--- src/rtl/ddrh_pkg.sv ---
// Shared types, register indexes and reset values for the differential drive controller.
package ddrh_pkg;

    localparam int unsigned SPEED_W    = 8;
    localparam int unsigned DUTY_W     = 7;
    localparam int unsigned STEP_W     = 7;
    localparam int unsigned INTERVAL_W = 16;
    localparam int unsigned CMD_SPD_W  = 11;
    localparam int unsigned SUM_W      = CMD_SPD_W + 1;
    localparam int unsigned CFG_ADDR_W = 2;
    localparam int unsigned CFG_DATA_W = 16;
    localparam int unsigned S_DATA_W   = 24;
    localparam int unsigned M_DATA_W   = 40;

    localparam logic [CFG_ADDR_W-1:0] REG_RAMP_STEP     = 2'd0;
    localparam logic [CFG_ADDR_W-1:0] REG_RAMP_INTERVAL = 2'd1;
    localparam logic [CFG_ADDR_W-1:0] REG_SPEED_LIMIT   = 2'd2;
    localparam logic [CFG_ADDR_W-1:0] REG_DEADBAND      = 2'd3;

    localparam logic [STEP_W-1:0]     RST_RAMP_STEP     = 7'd5;
    localparam logic [INTERVAL_W-1:0] RST_RAMP_INTERVAL = 16'd100;
    localparam logic [STEP_W-1:0]     RST_SPEED_LIMIT   = 7'd100;
    localparam logic [STEP_W-1:0]     RST_DEADBAND      = 7'd10;

    localparam logic CMD_DRIVE = 1'b0;
    localparam logic CMD_TICK  = 1'b1;

    typedef struct packed {
        logic [STEP_W-1:0] ramp_step;
        logic [STEP_W-1:0] speed_limit;
        logic [STEP_W-1:0] deadband;
    } t_wheel_cfg;

    typedef struct packed {
        logic load;
        logic ramp;
    } t_wheel_ctl;

endpackage

--- src/rtl/ddrh_wheel.sv ---
// One wheel: target clamp and deadband, slew-limited current speed.
module ddrh_wheel
    import ddrh_pkg::*;
(
    input  logic                      i_clk,
    input  logic                      i_rst_n,
    input  t_wheel_cfg                i_cfg,
    input  t_wheel_ctl                i_ctl,
    input  logic signed [SUM_W-1:0]   i_sum,
    output logic signed [SPEED_W-1:0] o_speed
);

    logic signed [SPEED_W-1:0] r_target, n_target;
    logic signed [SPEED_W-1:0] r_current, n_current;

    logic signed [SUM_W-1:0]   w_lim;
    logic signed [SUM_W-1:0]   w_clip;
    logic        [SUM_W-1:0]   w_clip_abs;
    logic signed [SPEED_W-1:0] w_new_target;

    logic signed [SPEED_W:0]   w_err;
    logic        [SPEED_W:0]   w_err_abs;
    logic        [SPEED_W:0]   w_mag;
    logic signed [SPEED_W-1:0] w_slewed;

    always_comb begin
        w_lim = signed'({{(SUM_W-STEP_W){1'b0}}, i_cfg.speed_limit});
        w_clip = i_sum;
        if (i_sum > w_lim) begin
            w_clip = w_lim;
        end else if (i_sum < -w_lim) begin
            w_clip = -w_lim;
        end
        w_clip_abs = w_clip[SUM_W-1] ? unsigned'(-w_clip) : unsigned'(w_clip);
        if (w_clip_abs < {{(SUM_W-STEP_W){1'b0}}, i_cfg.deadband}) begin
            w_new_target = '0;
        end else begin
            w_new_target = w_clip[SPEED_W-1:0];
        end
    end

    always_comb begin
        w_err = {r_target[SPEED_W-1], r_target} - {r_current[SPEED_W-1], r_current};
        w_err_abs = w_err[SPEED_W] ? unsigned'(-w_err) : unsigned'(w_err);
        w_mag = (w_err_abs > {{(SPEED_W+1-STEP_W){1'b0}}, i_cfg.ramp_step})
              ? {{(SPEED_W+1-STEP_W){1'b0}}, i_cfg.ramp_step} : w_err_abs;
        if (!w_err[SPEED_W] && (w_err != '0)) begin
            w_slewed = r_current + signed'(w_mag[SPEED_W-1:0]);
        end else begin
            w_slewed = r_current - signed'(w_mag[SPEED_W-1:0]);
        end
    end

    assign n_target  = i_ctl.load ? w_new_target : r_target;
    assign n_current = i_ctl.ramp ? w_slewed : r_current;
    assign o_speed   = n_current;

    always_ff @(posedge i_clk) begin
        if (!i_rst_n) begin
            r_target  <= '0;
            r_current <= '0;
        end else begin
            r_target  <= n_target;
            r_current <= n_current;
        end
    end

endmodule

--- src/rtl/diff_drive_ramped_hbridge.sv ---
// Top level of the two-wheel H-bridge speed controller with ramped speed changes.
//
//  channel   dir  handshake                   payload
//  s_axis    in   tvalid / tready             tuser: command; tdata: linear, angular
//  m_axis    out  tvalid / tready             tdata: speeds, duties, direction bits
//  cfg       in   wen (no wait, no readback)  addr: register index; wdata: value
//
//  One transaction per cycle while input ready is high: targets, tick count and wheel
//  speeds update in the accepting cycle and the result is registered.
//  A two-entry output stage (output register plus skid register) keeps input ready
//  high while a single result waits; ready drops only when both entries are full.
//  Synchronous active-low reset clears speeds, targets, tick count and output state
//  and loads the register defaults.
module diff_drive_ramped_hbridge
    import ddrh_pkg::*;
(
    input  logic                  i_clk,
    input  logic                  i_rst_n,
    input  logic                  i_s_axis_tvalid,
    output logic                  o_s_axis_tready,
    // [10:0] linear_speed, [21:11] angular_speed, [23:22] zero
    input  logic [S_DATA_W-1:0]   i_s_axis_tdata,
    // [0] command
    input  logic [0:0]            i_s_axis_tuser,
    output logic                  o_m_axis_tvalid,
    input  logic                  i_m_axis_tready,
    // [7:0] right_speed, [15:8] left_speed, [22:16] right_duty, [29:23] left_duty,
    // [30] right_forward, [31] right_reverse, [32] left_forward, [33] left_reverse,
    // [39:34] zero
    output logic [M_DATA_W-1:0]   o_m_axis_tdata,
    input  logic                  i_cfg_wen,
    input  logic [CFG_ADDR_W-1:0] i_cfg_addr,
    input  logic [CFG_DATA_W-1:0] i_cfg_wdata
);

    logic [STEP_W-1:0]     r_ramp_step;
    logic [INTERVAL_W-1:0] r_ramp_interval;
    logic [STEP_W-1:0]     r_speed_limit;
    logic [STEP_W-1:0]     r_deadband;
    logic [INTERVAL_W-1:0] r_elapsed, n_elapsed;

    logic                  r_out_valid, r_skid_valid;
    logic [M_DATA_W-1:0]   r_out_data, r_skid_data;

    logic                  w_accept, w_tick, w_expire, w_pop;
    logic [INTERVAL_W-1:0] w_elapsed_inc;
    logic signed [CMD_SPD_W-1:0] w_lin, w_ang;
    logic signed [SUM_W-1:0]     w_right_sum, w_left_sum;
    t_wheel_cfg            w_cfg;
    t_wheel_ctl            w_ctl;
    logic signed [SPEED_W-1:0] w_right_speed, w_left_speed;
    logic [SPEED_W-1:0]    w_right_abs, w_left_abs;
    logic [M_DATA_W-1:0]   w_result;

    always_ff @(posedge i_clk) begin
        if (!i_rst_n) begin
            r_ramp_step     <= RST_RAMP_STEP;
            r_ramp_interval <= RST_RAMP_INTERVAL;
            r_speed_limit   <= RST_SPEED_LIMIT;
            r_deadband      <= RST_DEADBAND;
        end else if (i_cfg_wen) begin
            case (i_cfg_addr)
                REG_RAMP_STEP:     r_ramp_step     <= i_cfg_wdata[STEP_W-1:0];
                REG_RAMP_INTERVAL: r_ramp_interval <= i_cfg_wdata[INTERVAL_W-1:0];
                REG_SPEED_LIMIT:   r_speed_limit   <= i_cfg_wdata[STEP_W-1:0];
                REG_DEADBAND:      r_deadband      <= i_cfg_wdata[STEP_W-1:0];
                default: begin
                end
            endcase
        end
    end

    assign o_s_axis_tready = !r_skid_valid;
    assign w_accept = i_s_axis_tvalid && o_s_axis_tready;
    assign w_tick   = w_accept && (i_s_axis_tuser[0] == CMD_TICK);

    assign w_elapsed_inc = (r_elapsed == {INTERVAL_W{1'b1}}) ? r_elapsed : r_elapsed + 1'b1;
    assign w_expire      = w_elapsed_inc > r_ramp_interval;

    always_comb begin
        n_elapsed = r_elapsed;
        if (w_tick) begin
            n_elapsed = w_expire ? '0 : w_elapsed_inc;
        end
    end

    assign w_lin = signed'(i_s_axis_tdata[CMD_SPD_W-1:0]);
    assign w_ang = signed'(i_s_axis_tdata[2*CMD_SPD_W-1:CMD_SPD_W]);
    assign w_right_sum = SUM_W'(w_lin) + SUM_W'(w_ang);
    assign w_left_sum  = SUM_W'(w_lin) - SUM_W'(w_ang);

    assign w_cfg.ramp_step   = r_ramp_step;
    assign w_cfg.speed_limit = r_speed_limit;
    assign w_cfg.deadband    = r_deadband;
    assign w_ctl.load = w_accept && (i_s_axis_tuser[0] == CMD_DRIVE);
    assign w_ctl.ramp = w_tick && w_expire;

    ddrh_wheel u_right (
        .i_clk   (i_clk),
        .i_rst_n (i_rst_n),
        .i_cfg   (w_cfg),
        .i_ctl   (w_ctl),
        .i_sum   (w_right_sum),
        .o_speed (w_right_speed)
    );

    ddrh_wheel u_left (
        .i_clk   (i_clk),
        .i_rst_n (i_rst_n),
        .i_cfg   (w_cfg),
        .i_ctl   (w_ctl),
        .i_sum   (w_left_sum),
        .o_speed (w_left_speed)
    );

    assign w_right_abs = w_right_speed[SPEED_W-1] ? unsigned'(-w_right_speed)
                                                  : unsigned'(w_right_speed);
    assign w_left_abs  = w_left_speed[SPEED_W-1] ? unsigned'(-w_left_speed)
                                                 : unsigned'(w_left_speed);

    assign w_result = {
        6'd0,
        w_left_speed[SPEED_W-1],
        (!w_left_speed[SPEED_W-1] && (w_left_speed != '0)),
        w_right_speed[SPEED_W-1],
        (!w_right_speed[SPEED_W-1] && (w_right_speed != '0)),
        w_left_abs[DUTY_W-1:0],
        w_right_abs[DUTY_W-1:0],
        w_left_speed,
        w_right_speed
    };

    assign w_pop = !r_out_valid || i_m_axis_tready;

    always_ff @(posedge i_clk) begin
        if (!i_rst_n) begin
            r_elapsed    <= '0;
            r_out_valid  <= 1'b0;
            r_skid_valid <= 1'b0;
        end else begin
            r_elapsed <= n_elapsed;
            if (w_pop) begin
                if (r_skid_valid) begin
                    r_out_valid  <= 1'b1;
                    r_skid_valid <= 1'b0;
                end else begin
                    r_out_valid <= w_accept;
                end
            end else if (w_accept) begin
                r_skid_valid <= 1'b1;
            end
        end
    end

    always_ff @(posedge i_clk) begin
        if (w_pop) begin
            r_out_data <= r_skid_valid ? r_skid_data : w_result;
        end
        if (!w_pop && w_accept) begin
            r_skid_data <= w_result;
        end
    end

    assign o_m_axis_tvalid = r_out_valid;
    assign o_m_axis_tdata  = r_out_data;

endmodule
--- config.mk ---
export PLATFORM = sky130hd
export DESIGN_NAME = diff_drive_ramped_hbridge
export DESIGN_NICKNAME = d
export VERILOG_FILES = /design/src/rtl/ddrh_pkg.sv /design/src/rtl/ddrh_wheel.sv /design/src/rtl/diff_drive_ramped_hbridge.sv
export SDC_FILE = /design/constraint.sdc
export NUM_CORES = 1
export LEC_CHECK = 0
export ABC_CLOCK_PERIOD_IN_PS = 12600
export BUFFER_PORTS_ARGS = -buffer_cell sky130_fd_sc_hd__clkbuf_2
export CORE_MARGIN = 5
export CORE_UTILIZATION = 60
export DETAILED_ROUTE_END_ITERATION = 16
export PLACE_DENSITY = 0.79
export SLEW_MARGIN = 20
export SYNTH_ARGS = -nofsm -noshare
export SYNTH_HDL_FRONTEND = slang
export SYNTH_SLANG_ARGS = --single-unit
export TNS_END_PERCENT = 100
--- constraint.sdc ---
create_clock -name i_clk -period 12.6 [get_ports i_clk]
set_clock_uncertainty 0.15 [all_clocks]
set_input_delay 2.52 -clock i_clk [delete_from_list [all_inputs] [get_ports i_clk]]
set_output_delay 2.52 -clock i_clk [all_outputs]
set_load 0.01 [all_outputs]
==> results.toml, run 1 <==
[clocking]
clkTransAtPathRegs_ps = 80
cts_sinks = 147
clock_path_buffers = 2
postCtsHoldBufs = 0
htree_num_levels = 4
insertion_delay_ps = 440
cts_resized = 0
cts_setup_buffers = 0
tritoncts = "yes"
cts_buffers = 17
clockRootBuffer = "clkbuf_16"

[logic_synthesis]
synthFlopType = "dfxtp_1"
ys_ff_latch = 147
syn_area_mm2 = 0.0134
avgSynthCellArea_um2 = 8.12
netlist_instances = 1651
synth_enable_flop_cells = 60
yosysSeqAreaShare_pct = 26.4
yosys_warnings = 0
synthDistinctLibCells = 91
async_flop_share_pct = 0

[pwr]
ir_drop_mv = 0.0932
leakage_nw = 6.38
cellPowerDensity_mw_per_mm2 = 144

[timing]
rsz0062_at_grt = "no"
finalCritPeriodShare_pct = 75.3
slew_headroom_pct = 26.1
setup_ws_ps = 3110
hold_viol_final = 0
finalSetupViolCount = 0
tns_ps = 0
max_freq_mhz = 105
drv_slew = 0
tightest_slew_ps = 1100
period_minus_slack_ps = 9490

[hold_path]
min_path_type = "reg -> reg"
worstHoldStart = "r_ramp_interval[4]"

[detailed_routing]
vias_per_cell = 6.21
routedWlPerCell_um = 17.5
ant_nets = 0
vias = 12354
dr.pass1.iters = 5
drc = 0
routed_wl_mm = 34.9
drt-initial-drc-count = 807

[die]
die_w_um = 159
start_util_pct = 61.2
core_area_mm2 = 0.0219
dieArea_mm2 = 0.0254
die_h_um = 159
rows = 54
pin_count = 90

[grt]
grt_start_max_net_pins = 75
grt_pass1_wl_mm = 57.9
overflow = 0
antenna_found_initial = 0
grtUsageTotal_pct = 26.7
first_global_vias = 11905

[setup_path]
timing.rr.start = "u_left.r_current[0]"
endpoint_kind = "flip-flop"
arrival_ps = 9660
crit_required_ps = 12770
critPathLaunchType = "input port"
cp-startpoint = "i_s_axis_tdata[14]"
cp_max_fo = 38
critPathKind = "in -> reg"

[place]
gp_congestion = 0.961
dp_slack_ps = 2910
dpl.hpwl_mm = 26.2
io_buffers = 81

[cells_and_area]
drive_above_1_share_pct = 10.5
fin_nets = 1891
insertedDiodeCount = 0
fillers = 1826
synthToLayoutAreaGrowth_pct = 8.85

[outcome]
outcome = "finished clean"

[job]
max_cap_viol_count = 0
==> worst max-delay path: stages <==
cell and delay, ps:
clkbuf_2 90, inv_1 40, ha_1 390, nor2b_1 200, a211o_1 360, a2111o_1 410, nand3b_1 170, nor2b_1 390
inv_1 180, ha_1 220, or3_1 390, a2111oi_0 400, a221o_1 210, buf_4 320, or2_2 190, o221ai_1 130
nor2_1 450, ha_1 320, o211ai_1 100, mux2i_1 390, a21oi_1 160, xnor2_1 170, ha_1 270, o21ai_0 70
a31oi_1 70, nor4_1 430, o211ai_1 320, a22o_1 280
==> state kept, by name, summed over array words and instances (netlist names) <==
register           count
o_m_axis_tdata        30
o_m_axis_tvalid        1
r_deadband             7
r_elapsed             16
r_ramp_interval       16
r_ramp_step            7
r_skid_data           30
r_skid_valid           1
r_speed_limit          7
u_left.r_current       8
u_left.r_target        8
u_right.r_current      8
u_right.r_target       8
==> path summary, 6_finish.rpt <==
path | end | slack [ps] | cells past startpoint
worst max-delay path | u_right.r_target[6] | 3110 | 28
worst min-delay path | r_ramp_interval[4] | 320 | 2
worst max register to register | o_m_axis_tdata[28] | 4880 | 29
worst min register to register | r_ramp_interval[4] | 320 | 2
==> logic make-up after synthesis <==
| family | synth area share [%] |
|---|---|
| simple gates | 20.7 |
| compound gates | 22.9 |
| buf+inv | 5.89 |
| flops | 26.4 |
| fa+ha+maj | 14.0 |
| xor+xnor | 5.49 |
| mux | 4.54 |
| other cells | 0.0280 |
==> cells in the mapped netlist (all sizes together) (50+ instances only) <==
cell | count | area [um2]
nand2 | 153 | 574
dfxtp | 87 | 1740
nor3 | 50 | 255
inv | 118 | 443
nor2 | 143 | 537
xnor2 | 59 | 517
ha | 140 | 1750
a21oi | 96 | 484
o21ai | 84 | 424
clkbuf | 54 | 203
edfxtp | 60 | 1800
==> power breakdown <==
part	leakage, nW	switching, mW	total, mW	internal (mW)
registers	1.35	0.0116	0.521	0.510
clock network	0.304	0.253	0.540	0.287
logic	4.73	0.623	1.04	0.412
==> per-layer routing <==
metal / vias up / share of wire [%] / track usage (%)
met5: - / 0 / 0
met4: 0 / 2.9 / 9.19
met3: 82 / 6.1 / 4.81
met2: 441 / 47 / 44.6
met1: 5734 / 44 / 34.7
li1: 6097 / - / -
==> area by class of cell <==
class	count	area [um2]	area share (%)
timing repair buffer	96	518	3.55
inverter	122	458	3.14
clock buffer	17	425	2.91
multi-input combinational	1313	9110	62.4
clock inverter	15	190	1.30
tap	280	350	2.40
sequential	147	3540	24.3
==> cell usage in the layout, fill, tap and decap left out, drive strengths merged, types with 13 or more instances in the layout <==
| master | n |
|---|---|
| mux2 | 22 |
| buf | 15 |
| o21ai | 84 |
| dfxtp | 87 |
| and3 | 18 |
| a21boi | 25 |
| nand2b | 13 |
| nand4 | 20 |
| nor4 | 14 |
| nand3 | 43 |
| a22oi | 16 |
| edfxtp | 60 |
| nor3 | 50 |
| ha | 140 |
| mux2i | 36 |
| clkbuf | 98 |
| nor2b | 43 |
| a211oi | 21 |
| a21o | 25 |
| o211ai | 24 |
| xnor2 | 59 |
| o21a | 33 |
| xor2 | 25 |
| and2 | 22 |
| inv | 127 |
| nor2 | 143 |
| nand2 | 153 |
| or3 | 14 |
| a31oi | 16 |
| a21oi | 96 |
==> metrics by stage <==
step	utilization [%]	hold slack, ps	total power, mW	instance area (um2)	cells
floorplan	-	290	1.33	13400	1656
global placement	63.9	303	1.50	14000	1958
detailed placement	63.9	309	1.54	14000	1958
CTS	66.7	320	2.09	14600	1990
global route	66.7	354	2.24	14600	1990
finish	66.7	316	2.10	14600	1990
(Power assumes the default switching activity.)
==> inputs of run 2 (changes only) <==
--- a/config.mk
+++ b/config.mk
@@ -5,7 +5,8 @@
 export SDC_FILE = /design/constraint.sdc
 export NUM_CORES = 1
 export LEC_CHECK = 0
-export ABC_CLOCK_PERIOD_IN_PS = 12600
+export ABC_AREA = 1
+export ABC_CLOCK_PERIOD_IN_PS = 9800
 export BUFFER_PORTS_ARGS = -buffer_cell sky130_fd_sc_hd__clkbuf_2
 export CORE_MARGIN = 5
 export CORE_UTILIZATION = 60
==> constraint.sdc (replaced) <==
create_clock -name i_clk -period 9.8 [get_ports i_clk]
set_clock_uncertainty 0.15 [all_clocks]
set_input_delay 1.96 -clock i_clk [delete_from_list [all_inputs] [get_ports i_clk]]
set_output_delay 1.96 -clock i_clk [all_outputs]
set_load 0.01 [all_outputs]
==> results.toml, run 2 <==
[clocking]
htree_num_levels = 4
clockRootBuffer = "clkbuf_16"
postCtsHoldBufs = 0
cts_sinks = 147
cts_setup_buffers = 0
tritoncts = "yes"
cts_resized = 0
insertion_delay_ps = 430
cts_buffers = 17
clkTransAtPathRegs_ps = 60
clock_path_buffers = 2

[cells_and_area]
insertedDiodeCount = 0
stdcell_area_mm2 = 0.0141
synthToLayoutAreaGrowth_pct = 9.06
drive_above_1_share_pct = 12.0
fin_nets = 2121
mostFrequentLayoutCells = "nand2_1, inv_1, ha_1"
final_common_cell = "nand2_1"

[place]
dpl.hpwl_mm = 23.9
place_area_mm2 = 0.0135
io_buffers = 81
gp_congestion = 0.954

[detailed_routing]
vias_per_cell = 5.36
routed_wl_mm = 30.4
drc = 0
ant_nets = 0
dr.pass1.iters = 6
routedWlPerCell_um = 13.7
drt-initial-drc-count = 666
vias = 11867

[timing]
tightest_slew_ps = 981
slew_headroom_pct = 34.1
period_minus_slack_ps = 6930
finalSetupViolCount = 0
tns_ps = 0
max_freq_mhz = 144
rsz0062_at_grt = "no"
hold_viol_final = 0
drv_slew = 0
finalCritPeriodShare_pct = 70.8

[grt]
antenna_found_initial = 0
grt_start_max_net_pins = 53
overflow = 0
first_global_vias = 11161
grt_pass1_wl_mm = 50.5
grtUsageTotal_pct = 24.6

[setup_path]
slowest_stage = "ha_1"
critPathLaunchType = "input port"
timing.rr.start = "u_left.r_current[0]"
critPathKind = "in -> reg"
arrival_ps = 7060
cp_max_fo = 13
cp_common_cell = "nand2_1"
cp-startpoint = "i_s_axis_tdata[13]"
endpoint_kind = "flip-flop"
cpPeakStageDelay_ps = 500
crit_required_ps = 9930

[die]
pin_count = 90
die_w_um = 157
dieArea_mm2 = 0.0246
start_util_pct = 61.3
rows = 53
core_area_mm2 = 0.0211
die_h_um = 157

[logic_synthesis]
synthXorXnorAreaFrac_pct = 4.74
synth_most_common_cell = "nand2_1"
ys_ff_latch = 147
yosysSeqAreaShare_pct = 27.4
async_flop_share_pct = 0
netlist_top_cells_area = "nand2_1, edfxtp_1, ha_1"
yosys_warnings = 0
synth_enable_flop_cells = 60
netlist_top_cells_count = "nand2_1, inv_1, ha_1"
synth_fa_ha_area_share_pct = 14.5
netlist_instances = 1862
synth_top_family_by_area = "simple AND/OR/NAND/NOR gates"
synth_compound_area_share_pct = 12.4
synthFlopType = "dfxtp_1"
synthDistinctLibCells = 51
avgSynthCellArea_um2 = 6.94
synth-simple-area-share_pct = 30.9
syn_area_mm2 = 0.0129
synth_top_area_share_pct = 15.0
synthMuxAreaShare_pct = 0
synth_top_cell_by_area = "nand2_1"

[hold_path]
worstHoldStart = "u_left.r_target[0]"
min_path_type = "reg -> reg"

[job]
max_cap_viol_count = 0

[pwr]
combPwrFrac_pct = 50.3
leakage_nw = 7.18
intPower_mw = 1.51
p_sw_share_pct = 43.9
p_switching_mw = 1.19
p_seq_share_pct = 24.8
ir_drop_mv = 0.154
clockPowerShare_pct = 24.9
cellPowerDensity_mw_per_mm2 = 192

[outcome]
outcome = "finished clean"
-- run 2: cell types whose count changed in the layout (fill, tap and decap cells not counted), moves of 25 or more --
cell,before,now
nand2_1,153,515
inv_1,118,265
nand3_1,43,106
nand2_2,0,48
nor2b_1,43,0
xnor2_1,59,19
mux2i_1,36,0
a21oi_1,95,126
nor3_1,48,19
xor2_1,25,51
a21boi_0,25,0
o21a_1,33,8
-- run 2: cell type report --
type                       count  area [um2]
tap                          275         344
inverter                     277        1040
timing repair buffer          86         443
clock buffer                  17         425
sequential                   147        3540
multi-input combinational   1398        8110
clock inverter                15         191
fill                        1848        6990
-- run 2: power by group through the flow --
stage          Sequential [mW]  Clock, mW  Combinational (mW)
2_1_floorplan            0.685          0                1.09
3_3_place_gp             0.683          0                1.29
3_5_place_dp             0.684          0                1.34
4_1_cts                  0.670      0.676                1.36
5_1_grt                  0.672      0.704                1.54
6_report                 0.670      0.672                1.36
-- run 2: per-stage QoR --
step	utilization [%]	hold slack (ps)	setup WS (ps)	std cells	total power, mW
4_1_cts	66.8	315	2960	2215	2.70
5_1_grt	66.8	329	2430	2215	2.92
2_1_floorplan	-	285	3610	1867	1.78
3_3_place_gp	63.9	304	2620	2183	1.97
6_report	66.8	313	2870	2215	2.70
3_5_place_dp	63.9	305	2530	2183	2.02
-- run 2: worst paths after layout --
| kind | end | slack (ps) | depth (start not counted) |
|---|---|---|---|
| min | u_left.r_target[0] | 310 | 2 |
| max | u_left.r_target[0] | 2870 | 37 |
| max reg2reg | o_m_axis_tdata[28] | 3380 | 39 |
| min reg2reg | u_left.r_target[0] | 310 | 2 |
-- run 2: routing by layer --
layer  vias to the layer above  track usage, %  wire (um)
li1                       6144               -          -
met1                      5350            29.4      12700
met2                       307            45.4      15500
met3                        66            3.07       1310
met4                         0            8.72        900
met5                         -               0          0
-- run 2: critical path, delay by kind of cell --
family | cells | cell delay, ps
adders and majority gates | 4 | 1260
buffers and inverters | 6 | 600
and+or+nand+nor | 23 | 2630
xor gates and xnor gates | 1 | 110
AOI/OAI and AO/OA | 3 | 500
-- run 2: cell families (layout without fill, tap and decap cells) --
logic type / after synthesis / in the layout
simple gates: 893 / 893
buf+inv: 322 / 395
compound gates: 283 / 283
flops: 147 / 147
fa+ha+maj: 146 / 146
xor+xnor: 70 / 70
other cells: 1 / 6
